$ cat src/hw/rtl/tlvd_pkg.sv
`timescale 1ns / 1ps
// Package for the TLV stream deframer: shared constants, result codes and the
// queue entry passed from the parsing front end to the output back end.
// No dependencies.
package tlvd_pkg;

  // Default build parameters
  localparam int MAX_MESSAGE_BYTES_DEF = 65536;
  localparam int QUEUE_DEPTH_DEF       = 4;

  // Configuration port
  localparam int CFG_INDEX_W = 1;
  localparam int CFG_DATA_W  = 8;
  localparam logic [CFG_INDEX_W-1:0] CFG_END_TYPE_CODE = 1'd0;
  localparam logic [CFG_INDEX_W-1:0] CFG_MAX_RECORDS   = 1'd1;
  localparam logic [7:0] END_TYPE_CODE_RESET = 8'd0;
  localparam logic [7:0] MAX_RECORDS_RESET   = 8'd64;

  // Result kinds
  localparam logic [1:0] KIND_RECORD    = 2'd0;
  localparam logic [1:0] KIND_STATUS_OK = 2'd1;
  localparam logic [1:0] KIND_STATUS_ERR = 2'd2;

  // One queue entry: at most one record and at most one status per byte
  typedef struct packed {
    logic        has_rec;
    logic        has_stat;
    logic        stat_err;
    logic [7:0]  rec_type;
    logic [15:0] rec_len;
    logic [15:0] rec_off;
    logic [7:0]  rec_idx;
    logic [7:0]  stat_count;
  } tlvd_entry_t;

endpackage

$ cat src/hw/rtl/tlvd_front.sv
`timescale 1ns / 1ps
// Front end of the TLV deframer: accepts bytes, tracks the element parse state
// and pushes one queue entry per byte that yields a record or a status.
// Depends on tlvd_pkg.
module tlvd_front import tlvd_pkg::*; #(
  parameter int MAX_MESSAGE_BYTES = MAX_MESSAGE_BYTES_DEF
) (
  input  logic        clk,
  input  logic        rst,
  input  logic        accept,
  input  logic [7:0]  byte_value,
  input  logic        last_byte,
  input  logic [7:0]  end_type_code,
  input  logic [7:0]  max_records,
  output logic        push,
  output tlvd_entry_t push_data
);

  localparam int OFF_W = $clog2(MAX_MESSAGE_BYTES + 1);

  typedef enum logic [4:0] {
    PH_TYPE   = 5'b00001,
    PH_LEN_HI = 5'b00010,
    PH_LEN_LO = 5'b00100,
    PH_VALUE  = 5'b01000,
    PH_SKIP   = 5'b10000
  } tlvd_phase_t;

  tlvd_phase_t      phase, phase_next;
  logic [7:0]       held_type, held_type_next;
  logic [15:0]      held_length, held_length_next;
  logic [15:0]      bytes_left, bytes_left_next;
  logic [OFF_W-1:0] message_offset, message_offset_next;
  logic [15:0]      value_start, value_start_next;
  logic [7:0]       records_seen, records_seen_next;
  logic             finished, finished_next;
  logic             error, error_next;

  logic        emit;
  logic        bad;
  logic [17:0] vs;
  logic [15:0] len_full;
  logic [15:0] left_dec;

  assign vs       = 18'(message_offset) + 18'd1;
  assign len_full = {held_length[15:8], byte_value};
  assign left_dec = bytes_left - 16'd1;

  // Parse step for one accepted byte
  always_comb begin
    phase_next          = phase;
    held_type_next      = held_type;
    held_length_next    = held_length;
    bytes_left_next     = bytes_left;
    message_offset_next = message_offset;
    value_start_next    = value_start;
    records_seen_next   = records_seen;
    finished_next       = finished;
    error_next          = error;
    emit                = 1'b0;
    bad                 = 1'b0;

    if (!finished && !error) begin
      if (message_offset >= OFF_W'(MAX_MESSAGE_BYTES)) begin
        error_next = 1'b1;
      end else begin
        message_offset_next = message_offset + OFF_W'(1);
        case (phase)
          PH_LEN_HI: begin
            held_length_next = {byte_value, 8'h00};
            phase_next       = PH_LEN_LO;
          end
          PH_LEN_LO: begin
            held_length_next = len_full;
            bytes_left_next  = len_full;
            phase_next       = PH_TYPE;
            if (vs > 18'd65535) begin
              error_next = 1'b1;
            end else begin
              value_start_next = vs[15:0];
              if (held_type == end_type_code) begin
                if (len_full == 16'd0) finished_next = 1'b1;
                else phase_next = PH_SKIP;
              end else if (records_seen >= max_records) begin
                error_next = 1'b1;
              end else if (len_full == 16'd0) begin
                emit = 1'b1;
              end else begin
                phase_next = PH_VALUE;
              end
            end
          end
          PH_VALUE: begin
            bytes_left_next = left_dec;
            if (left_dec == 16'd0) begin
              emit       = 1'b1;
              phase_next = PH_TYPE;
            end
          end
          PH_SKIP: begin
            bytes_left_next = left_dec;
            if (left_dec == 16'd0) begin
              finished_next = 1'b1;
              phase_next    = PH_TYPE;
            end
          end
          default: begin
            // expect type byte; stray codes behave the same
            held_type_next = byte_value;
            phase_next     = PH_LEN_HI;
          end
        endcase
      end
    end

    if (emit) records_seen_next = records_seen + 8'd1;

    // Message end: a value or skip still open is a cut-off
    bad = error_next || (!finished_next &&
          (phase_next == PH_VALUE || phase_next == PH_SKIP));
  end

  // Queue entry for this byte
  always_comb begin
    push                 = accept && (emit || last_byte);
    push_data.has_rec    = emit;
    push_data.has_stat   = last_byte;
    push_data.stat_err   = bad;
    push_data.rec_type   = held_type;
    push_data.rec_len    = held_length_next;
    push_data.rec_off    = value_start_next;
    push_data.rec_idx    = records_seen;
    push_data.stat_count = records_seen_next;
  end

  // State update; the final byte returns everything to its reset value
  always_ff @(posedge clk) begin
    if (rst || (accept && last_byte)) begin
      phase          <= PH_TYPE;
      held_type      <= '0;
      held_length    <= '0;
      bytes_left     <= '0;
      message_offset <= '0;
      value_start    <= '0;
      records_seen   <= '0;
      finished       <= 1'b0;
      error          <= 1'b0;
    end else if (accept) begin
      phase          <= phase_next;
      held_type      <= held_type_next;
      held_length    <= held_length_next;
      bytes_left     <= bytes_left_next;
      message_offset <= message_offset_next;
      value_start    <= value_start_next;
      records_seen   <= records_seen_next;
      finished       <= finished_next;
      error          <= error_next;
    end
  end

endmodule

$ cat src/hw/rtl/tlvd_queue.sv
`timescale 1ns / 1ps
// Short entry queue between the deframer front and back ends.
// Depth must be a power of two. Depends on tlvd_pkg.
module tlvd_queue import tlvd_pkg::*; #(
  parameter int DEPTH = QUEUE_DEPTH_DEF
) (
  input  logic        clk,
  input  logic        rst,
  input  logic        push,
  input  tlvd_entry_t push_data,
  input  logic        pop,
  output logic        head_valid,
  output tlvd_entry_t head_data,
  output logic        full
);

  localparam int PTR_W = (DEPTH > 1) ? $clog2(DEPTH) : 1;
  localparam int CNT_W = $clog2(DEPTH + 1);

  tlvd_entry_t      slots [DEPTH];
  logic [PTR_W-1:0] wr_ptr, rd_ptr;
  logic [CNT_W-1:0] count;
  logic             do_push, do_pop;

  assign full       = (count == CNT_W'(DEPTH));
  assign head_valid = (count != '0);
  assign head_data  = slots[rd_ptr];
  assign do_push    = push && !full;
  assign do_pop     = pop && head_valid;

  // Entry storage
  always_ff @(posedge clk) begin
    if (do_push) slots[wr_ptr] <= push_data;
  end

  // Pointers and fill count
  always_ff @(posedge clk) begin
    if (rst) begin
      wr_ptr <= '0;
      rd_ptr <= '0;
      count  <= '0;
    end else begin
      if (do_push) wr_ptr <= wr_ptr + PTR_W'(1);
      if (do_pop)  rd_ptr <= rd_ptr + PTR_W'(1);
      if (do_push && !do_pop)      count <= count + CNT_W'(1);
      else if (do_pop && !do_push) count <= count - CNT_W'(1);
    end
  end

endmodule

$ cat src/hw/rtl/tlvd_back.sv
`timescale 1ns / 1ps
// Back end of the TLV deframer: turns queue entries into results in the output
// register, record first and status second when an entry carries both.
// Depends on tlvd_pkg.
module tlvd_back import tlvd_pkg::*; (
  input  logic        clk,
  input  logic        rst,
  input  logic        head_valid,
  input  tlvd_entry_t head_data,
  output logic        pop,
  output logic        out_valid,
  input  logic        out_stall,
  output logic [1:0]  result_kind,
  output logic [7:0]  record_type,
  output logic [15:0] record_length,
  output logic [15:0] value_offset,
  output logic [7:0]  record_count,
  output logic        final_result
);

  logic load;
  logic send_rec;
  logic sub, sub_next;

  assign load     = head_valid && (!out_valid || !out_stall);
  assign send_rec = head_data.has_rec && !sub;

  // Pop once the entry's last result is loaded
  always_comb begin
    pop      = 1'b0;
    sub_next = sub;
    if (load) begin
      if (send_rec && head_data.has_stat) begin
        sub_next = 1'b1;
      end else begin
        pop      = 1'b1;
        sub_next = 1'b0;
      end
    end
  end

  // Output control
  always_ff @(posedge clk) begin
    if (rst) begin
      out_valid <= 1'b0;
      sub       <= 1'b0;
    end else begin
      sub <= sub_next;
      if (load)            out_valid <= 1'b1;
      else if (!out_stall) out_valid <= 1'b0;
    end
  end

  // Output payload
  always_ff @(posedge clk) begin
    if (load) begin
      if (send_rec) begin
        result_kind   <= KIND_RECORD;
        record_type   <= head_data.rec_type;
        record_length <= head_data.rec_len;
        value_offset  <= head_data.rec_off;
        record_count  <= head_data.rec_idx;
        final_result  <= !head_data.has_stat;
      end else begin
        result_kind   <= head_data.stat_err ? KIND_STATUS_ERR : KIND_STATUS_OK;
        record_type   <= '0;
        record_length <= '0;
        value_offset  <= '0;
        record_count  <= head_data.stat_count;
        final_result  <= 1'b1;
      end
    end
  end

endmodule

$ cat src/hw/rtl/tlv_stream_deframer_core.sv
`timescale 1ns / 1ps
// TLV stream deframer top level: one message byte per transfer in, records
// and a final status per message out.
// Throughput: one byte per cycle unless the queue is full (in_stall); a final
// byte that also completes a record gives two results, which leave one after
// the other from the output stage. The queue is written at the input transfer
// edge, the output register later from the queue head. Sync active-high reset.
module tlv_stream_deframer_core import tlvd_pkg::*; #(
  parameter int MAX_MESSAGE_BYTES = MAX_MESSAGE_BYTES_DEF,
  parameter int QUEUE_DEPTH       = QUEUE_DEPTH_DEF
) (
  input  logic                   clk,
  input  logic                   rst,
  input  logic                   cfg_write,
  input  logic [CFG_INDEX_W-1:0] cfg_index,
  input  logic [CFG_DATA_W-1:0]  cfg_data,
  input  logic                   in_valid,
  output logic                   in_stall,
  input  logic [7:0]             byte_value,
  input  logic                   last_byte,
  output logic                   out_valid,
  input  logic                   out_stall,
  output logic [1:0]             result_kind,
  output logic [7:0]             record_type,
  output logic [15:0]            record_length,
  output logic [15:0]            value_offset,
  output logic [7:0]             record_count,
  output logic                   final_result
);

  logic [7:0]  end_type_code;
  logic [7:0]  max_records;
  logic        accept;
  logic        push, pop, q_full, head_valid;
  tlvd_entry_t push_data, head_data;

  // Configuration registers
  always_ff @(posedge clk) begin
    if (rst) begin
      end_type_code <= END_TYPE_CODE_RESET;
      max_records   <= MAX_RECORDS_RESET;
    end else if (cfg_write) begin
      case (cfg_index)
        CFG_END_TYPE_CODE: end_type_code <= cfg_data;
        CFG_MAX_RECORDS:   max_records   <= cfg_data;
        default: ;
      endcase
    end
  end

  assign in_stall = q_full;
  assign accept   = in_valid && !q_full;

  tlvd_front #(
    .MAX_MESSAGE_BYTES(MAX_MESSAGE_BYTES)
  ) u_front (
    .clk          (clk),
    .rst          (rst),
    .accept       (accept),
    .byte_value   (byte_value),
    .last_byte    (last_byte),
    .end_type_code(end_type_code),
    .max_records  (max_records),
    .push         (push),
    .push_data    (push_data)
  );

  tlvd_queue #(
    .DEPTH(QUEUE_DEPTH)
  ) u_queue (
    .clk       (clk),
    .rst       (rst),
    .push      (push),
    .push_data (push_data),
    .pop       (pop),
    .head_valid(head_valid),
    .head_data (head_data),
    .full      (q_full)
  );

  tlvd_back u_back (
    .clk          (clk),
    .rst          (rst),
    .head_valid   (head_valid),
    .head_data    (head_data),
    .pop          (pop),
    .out_valid    (out_valid),
    .out_stall    (out_stall),
    .result_kind  (result_kind),
    .record_type  (record_type),
    .record_length(record_length),
    .value_offset (value_offset),
    .record_count (record_count),
    .final_result (final_result)
  );

  // A record that is not final is followed at once by its status
  a_rec_then_status: assert property (@(posedge clk) disable iff (rst)
    out_valid && !out_stall && result_kind == KIND_RECORD && !final_result
    |=> out_valid && result_kind != KIND_RECORD)
    else $error("record marked non-final not followed by status");

  // Status results always close the byte's results
  a_status_final: assert property (@(posedge clk) disable iff (rst)
    out_valid && result_kind != KIND_RECORD |-> final_result)
    else $error("status result without final mark");

  // Nothing leaves the block straight after reset
  a_reset_quiet: assert property (@(posedge clk)
    $past(rst) |-> !out_valid)
    else $error("result valid right after reset");

endmodule

$ cat config.mk
export PLATFORM = sky130hd
export DESIGN_NAME = tlv_stream_deframer_core
export DESIGN_NICKNAME = d
export VERILOG_FILES = /design/src/hw/rtl/tlvd_pkg.sv /design/src/hw/rtl/tlvd_front.sv /design/src/hw/rtl/tlvd_queue.sv /design/src/hw/rtl/tlvd_back.sv /design/src/hw/rtl/tlv_stream_deframer_core.sv
export SDC_FILE = /design/constraint.sdc
export NUM_CORES = 1
export LEC_CHECK = 0
export BUFFER_PORTS_ARGS = -buffer_cell sky130_fd_sc_hd__buf_2
export CORE_MARGIN = 2
export CORE_UTILIZATION = 55
export CTS_CLUSTER_DIAMETER = 100
export DETAILED_ROUTE_END_ITERATION = 16
export GPL_TIMING_DRIVEN = 0
export PLACE_DENSITY = 0.72
export REMOVE_ABC_BUFFERS = 1
export SLEW_MARGIN = 20
export SYNTH_ARGS = -nofsm -noshare
export SYNTH_HDL_FRONTEND = slang
export SYNTH_HIERARCHICAL = 1
export SYNTH_SLANG_ARGS = --single-unit
$ cat constraint.sdc
create_clock -name clk -period 20.9 [get_ports clk]
set_clock_uncertainty 0.05 [all_clocks]
set_input_delay 4.18 -clock clk [delete_from_list [all_inputs] [get_ports clk]]
set_output_delay 4.18 -clock clk [all_outputs]
set_load 0.01 [all_outputs]
Word level (Yosys, flattened, before mapping)
Memories as Yosys holds them, arrays and structs flattened. A register that Yosys moved wholly into a read port is not among the register bits.
Cells that the tools add are included.
- register bits: 164
- input bits: 23
- RAM bits: 236
- logic and storage cells: 137
- output and inout port bits: 53
- memories kept: 1
- memory list (name ; words ; width ; rd ports ; clocked after Yosys merged registers in ; wr ports ; RTL line ; source):
    u_queue.slots ; 4 ; 59 ; 1 ; 1 ; 1 ; tlvd_queue.sv:20 ; tlvd_entry_t slots [DEPTH];
- add/subtract/negate cells: 8
- reduce and logical (&&, ||, !) cells: 39
- muxes and demuxes: 52
- bitwise operators: 3
- magnitude comparators: 3
- equal/unequal tests: 9
- operators with widths (cell ; number):
    16-bit two-way mux ; 6
    16-bit one-hot mux with 2 select lines ; 2
    5-bit two-way mux ; 7
    16-bit logical NOT ; 2
    1-bit two-way mux ; 26
    17-bit by 1-bit adder with 18-bit output (second input constant) ; 1
    18-bit by 16-bit > comparator with 1-bit output (second input constant) ; 1
    17-bit by 1-bit adder with 17-bit output (second input constant) ; 1
    17-bit >= comparator (second input constant) ; 1
    8-bit two-way mux ; 2
    16-bit by 1-bit subtractor with 16-bit output (second input constant) ; 1
    5-bit one-hot mux with 3 select lines ; 1
    1-bit logical AND ; 12
    5-bit by 4-bit equality test with 1-bit output (second input constant) ; 2
    5-bit equality test (second input constant) ; 2
    1-bit logical NOT ; 10
    8-bit by 1-bit adder with 8-bit output (second input constant) ; 1
    8-bit equality test ; 1
    8-bit >= comparator ; 1
    4-bit AND reduction ; 2
    2-bit two-way mux ; 3
    3-bit two-way mux ; 2
    5-bit by 2-bit equality test with 1-bit output (second input constant) ; 1
    5-bit by 3-bit equality test with 1-bit output (second input constant) ; 1
    15 further kinds ; 25

Longest topological paths before layout
- depth after elaboration: 15
- gate-level depth with buffers: 17
- mapped depth without buffers: 17

By module
The synthesis kept the hierarchy.
- by module, submodules not included (module ; instances ; sequential area each (µm²) ; area an instance (µm²) ; cells an instance):
    tlvd_queue ; 1 ; 7267.0 ; 8986.1 ; 357
    tlvd_front ; 1 ; 1761.7 ; 5381.4 ; 682
    tlvd_back ; 1 ; 1571.5 ; 2063.2 ; 118
    tlv_stream_deframer_core ; 1 ; 320.3 ; 689.4 ; 65

Worst setup path after synthesis
No wires, ideal clock.
- path kind: input-to-reg
- from: input port out_stall
- to: register u_queue.count[2]
- library setup time: 70 ps
- slack: 11281 ps
- arrival: 9499 ps
- buffers on the path: 0
- required time: 20780 ps
- stages: 9
- cell sequence: a21boi_0 a21boi_0 o31ai_1 ha_1 inv_1 fa_1 xor2_1 or3_1 a21oi_1
- longest elaborated chain between the ends: 8
- elaborated cells between the ends (all ways): 10
- classes of those cells: mux: 2; reduce/logical: 8
- ends and longest elaborated chain (item ; RTL line ; source):
    from (decl) ; tlv_stream_deframer_core.sv:22 ; input logic out_stall,
    1-bit logical NOT * ; tlvd_back.sv:25 ; assign load = head_valid && (!out_valid || !out_stall);
    1-bit logical OR * ; tlvd_back.sv:25 ;
    1-bit logical AND * ; tlvd_back.sv:25 ;
    1-bit two-way mux * ; tlvd_back.sv:32 ; if (load) begin
    via pop ; tlv_stream_deframer_core.sv:34 ; logic push, pop, q_full, head_valid;
    1-bit logical AND * ; tlvd_queue.sv:29 ; assign do_pop = pop && head_valid;
    1-bit logical NOT ; tlvd_queue.sv:45 ; if (do_push && !do_pop) count <= count + CNT_W'(1);
    1-bit logical AND ; tlvd_queue.sv:45 ;
    3-bit two-way mux or 2-bit nonzero test (tied branches) ; -- ;
    to (signal assigned) ; tlvd_queue.sv:45 ;
    to (signal assigned) ; tlvd_queue.sv:46 ; else if (do_pop && !do_push) count <= count - CNT_W'(1);
    to (decl) ; tlvd_queue.sv:22 ; logic [CNT_W-1:0] count;
Mark *: on every way through the listed nets, which the timed path passes. The rest lies on a longest branch.
A chain may end at the register's enable or synchronous reset.

Worst setup path after layout
- from: input port byte_value[0]
- to: register u_queue.count[2]
- longest elaborated chain between the ends: 14
- elaborated cells between the ends (all ways): 16
- classes of those cells: mux: 8; reduce/logical: 8
- ends and longest elaborated chain (item ; RTL line ; source):
    from (decl) ; tlv_stream_deframer_core.sv:19 ; input logic [7:0] byte_value,
    16-bit logical NOT * ; tlvd_front.sv:86 ; end else if (len_full == 16'd0) begin
    1-bit two-way mux * ; tlvd_front.sv:86 ;
    1-bit two-way mux * ; tlvd_front.sv:84 ; end else if (records_seen >= max_records) begin
    1-bit two-way mux * ; tlvd_front.sv:81 ; if (held_type == end_type_code) begin
    1-bit two-way mux * ; tlvd_front.sv:77 ; if (vs > 18'd65535) begin
    1-bit one-hot mux with 2 select lines * ; tlvd_front.sv:68 ; case (phase)
    1-bit two-way mux * ; tlvd_front.sv:64 ; if (message_offset >= OFF_W'(MAX_MESSAGE_BYTES)) begin
    1-bit two-way mux * ; tlvd_front.sv:63 ; if (!finished && !error) begin
    1-bit logical OR * ; tlvd_front.sv:125 ; push = accept && (emit || last_byte);
    1-bit logical AND * ; tlvd_front.sv:125 ;
    via push ; tlv_stream_deframer_core.sv:34 ;
    1-bit logical AND * ; tlvd_queue.sv:28 ; assign do_push = push && !full;
    via u_queue.do_push ; tlvd_queue.sv:23 ; logic do_push, do_pop;
    1-bit logical NOT ; tlvd_queue.sv:46 ;
    1-bit logical AND ; tlvd_queue.sv:46 ;
    2-bit nonzero test (no source line) ; -- ;
Marks and branches as above.

==> results.md <==
* Async SR Flop Fraction at 0
* Crit Path Max Fanout at 12
* Cell area power density at 111 nW/µm²
* Crit Path Class: primary input to flop
* Crit path launch type: primary input
* RSZ-0062 raised after global routing: false
* Slew Limit Fails at 0
* Die area at 32600 µm²
* Register area at between 10000 and 15000 µm²
* H-tree Lvls at 2
* Slew margin rel. at 0.337
* Die Height at 180 µm
* CP peak stage delay at roughly 0.55 ns
* Placer Congestion at 0.852
* Worst path buffer plus inverter count at 3
* Status: finished clean
* Share of layout cells above drive strength 1 at 0.199
* Most frequent cell after synthesis: edfxtp_1
* Post-Syn Area at roughly 17000 µm²
* Commonest cells post-synth: 287 x edfxtp_1, 115 x dfxtp_1, 93 x nand2_1
* Core area at around 30000 µm²
* Crit-path leading delay family: simple AND/OR/NAND/NOR gates
* Number of max-cap violations at 0
* HP Start: max_records[4]
* Worst setup startpoint: byte_value[0]
* Starting DRT DRC Count at between 600 and 700
* Pin count of the biggest net entering global routing at between 70 and 80
* Register bit total from synthesis at between 400 and 500
* Starting Density at 0.560
* Final Hold Viols at 0
* Antenna cells at 0
* GRT Total Usage at 0.203
* Clock slew at reported path FFs at 0.06 ns
* Primary FF master, synth: edfxtp_1
* Initial antenna violation count at 1
* Area share of the largest cell type after synthesis at 0.503
* DR WL met2 at approximately 16000 µm
* Via/cell ratio at 5.83
* GRT overflow at 0
* Top sig layer: met4
* Syn_area_per_cell at 14.0 µm²
* Area grow syn2layout at 12.9%
* Clock Latency Late Sink at between 0.5 and 0.6 ns
* Filler cells at 2305
* # rows at 64
* Type of the tightest min-delay check: flop to flop
* Worst setup EP type: flop
* R2R Setup Slk at about 16 ns
* Via count at 9998
* Number of global-route vias before repair at a little under 10000
* Reg2reg start: u_front/message_offset[0]
* Die X at between 150 and 200 µm
* Critical Path RT at between 20 and 25 ns
* Post-synth EDFFs at around 290
* Maximum clock frequency at roughly 0.13 GHz
* Crit path time final at ~7.5 ns
* CP cell instances: buf_2 > nor4_1 > nand4_1 > nor2_1 > nand4_1 > nand2_1 > o21a_1 > inv_1 > nor2_1 > ha_1 > inv_1 > fa_1 > xor2_1 > or3_1 > a21oi_1
* M1 WL at 14500 µm
* Routed Antenna Nets at 0
* Final TNS setup at 0 ns
* Leak pwr at roughly 7 nW
* Postcts setup bufs at 0
* Dpl ws at between 10 and 15 ns
* DR WL/cell at between 15 and 20 µm
* Hpwl dp at 21000 µm
* Final setup violation count at 0
* Port bufs at 75
* I/O pin count at between 70 and 80
* Synth area leaders: edfxtp_1 50%, dfxtp_1 13%, mux4_2 7.8%
* CP max stage cell: nand4_1
* Yosys cell types at a little over 80
* WL met3 at about 1700 µm
* CTS tree: done
* Ys Warns at 6
* Max clock buf depth at 3
* Post_cts resized at 0
* Worst EP arrival at about 7.9 ns
* Sequential fraction of the synthesis area at 0.638
* CTS Hold Bufs at 0
* Worst Tran Pin Value at ~1 ns
* Setup ws final at around 13 ns
* First-pass iteration count of the detailed router at 5
* Multi-input logic area at just under 6000 µm²
* Area leader, netlist: edfxtp_1
* DRC Markers at 0
* Total Wirelength at 33100 µm
* VDD IR max at ~0.11 mV
* Period utilization at 0.361
* Post-synthesis cell count at about 1200
* Number of buffers created by CTS at approximately 40
* TritonCTS Sinks at roughly 400
* Nets at ~1300
* First-pass GRT wire length at 52800 µm
* CTS root buffer: clkbuf_16
[flip-flops by register name, indices dropped and copies added, names as in the netlist, 16 cells and up, named ones only]
| name | flops |
|---|---|
| u_front/held_length | 16 |
| u_queue/slots | 236 |
| u_front/message_offset | 17 |
| u_front/bytes_left | 16 |
| u_back/record_length | 16 |
| u_back/value_offset | 16 |
| u_front/value_start | 16 |
[power by group]
part | total (W) | switching, W | internal [W] | leakage, nW
clock | 0.000710 | 0.000293 | 0.000417 | 0.644
sequential | 0.00101 | 0.0000461 | 0.000967 | 3.61
combinational | 0.000420 | 0.000219 | 0.000201 | 2.58
[layer usage]
metal	GRT usage	vias to the layer above
met3	0.0329	66
li1	-	4709
met2	0.335	252
met4	0.0684	0
met5	0	-
met1	0.277	4971
[tightest hold or removal path, stage by stage (launching register included)]
cell	delay, ns
dfxtp_1	0.31
nand2b_1	0.06
mux2i_1	0.06
[cells by family after synthesis]
| family | synth area share |
|---|---|
| flip-flops | 0.638 |
| AND/OR/NAND/NOR | 0.113 |
| AO/OA/AOI/OAI | 0.0593 |
| multiplexers | 0.125 |
| buffers and inverters | 0.0265 |
| XOR/XNOR | 0.0240 |
| adder cells (fa/ha/maj) | 0.0143 |
[metrics by stage]
stage	hold slack [ns]	instance area [µm²]	power, W	cells	util
global route	0.449	19300	0.00224	1714	0.632
CTS	0.432	19300	0.00217	1714	0.632
global placement	0.412	17600	0.00144	1624	0.576
finish	0.428	19300	0.00214	1714	0.632
floorplan	0.385	16700	0.00130	1153	-
detailed placement	0.417	18000	0.00146	1638	0.589
[placed cells by master (no fill, tap or decap), types with 7 or more instances in the layout]
master / instances
and3_1: 7
edfxtp_1: 287
a22o_1: 9
o21ai_0: 38
nand2_1: 93
or3_1: 10
nor3_1: 12
clkbuf_16: 43
mux2i_1: 50
inv_1: 21
nand4_1: 17
nand2b_1: 33
and2_1: 43
clkbuf_1: 10
xnor2_1: 12
nand3_1: 22
buf_2: 75
xor2_1: 35
a311oi_1: 8
dfxtp_1: 113
clkinv_1: 7
ha_1: 18
nor2_1: 87
mux2_2: 18
a21oi_1: 52
nor4_1: 10
mux4_2: 59
buf_16: 8
[layout make-up]
cell class / instances / share of cell area
repair buffers: 89 / 0.0366
well taps: 396 / 0.0256
inverters: 21 / 0.00408
flip-flops and latches: 402 / 0.565
clock inverters: 19 / 0.00783
clock buffers: 57 / 0.0604
multi-input cells: 730 / 0.300
[worst paths after layout]
path | endpoint | cells past startpoint
max reg2reg | u_queue/count[2] | 16
max | u_queue/count[2] | 15
min reg2reg | max_records[4] | 2
min | max_records[4] | 2
Note: power is estimated with default switching activity, not from simulation.
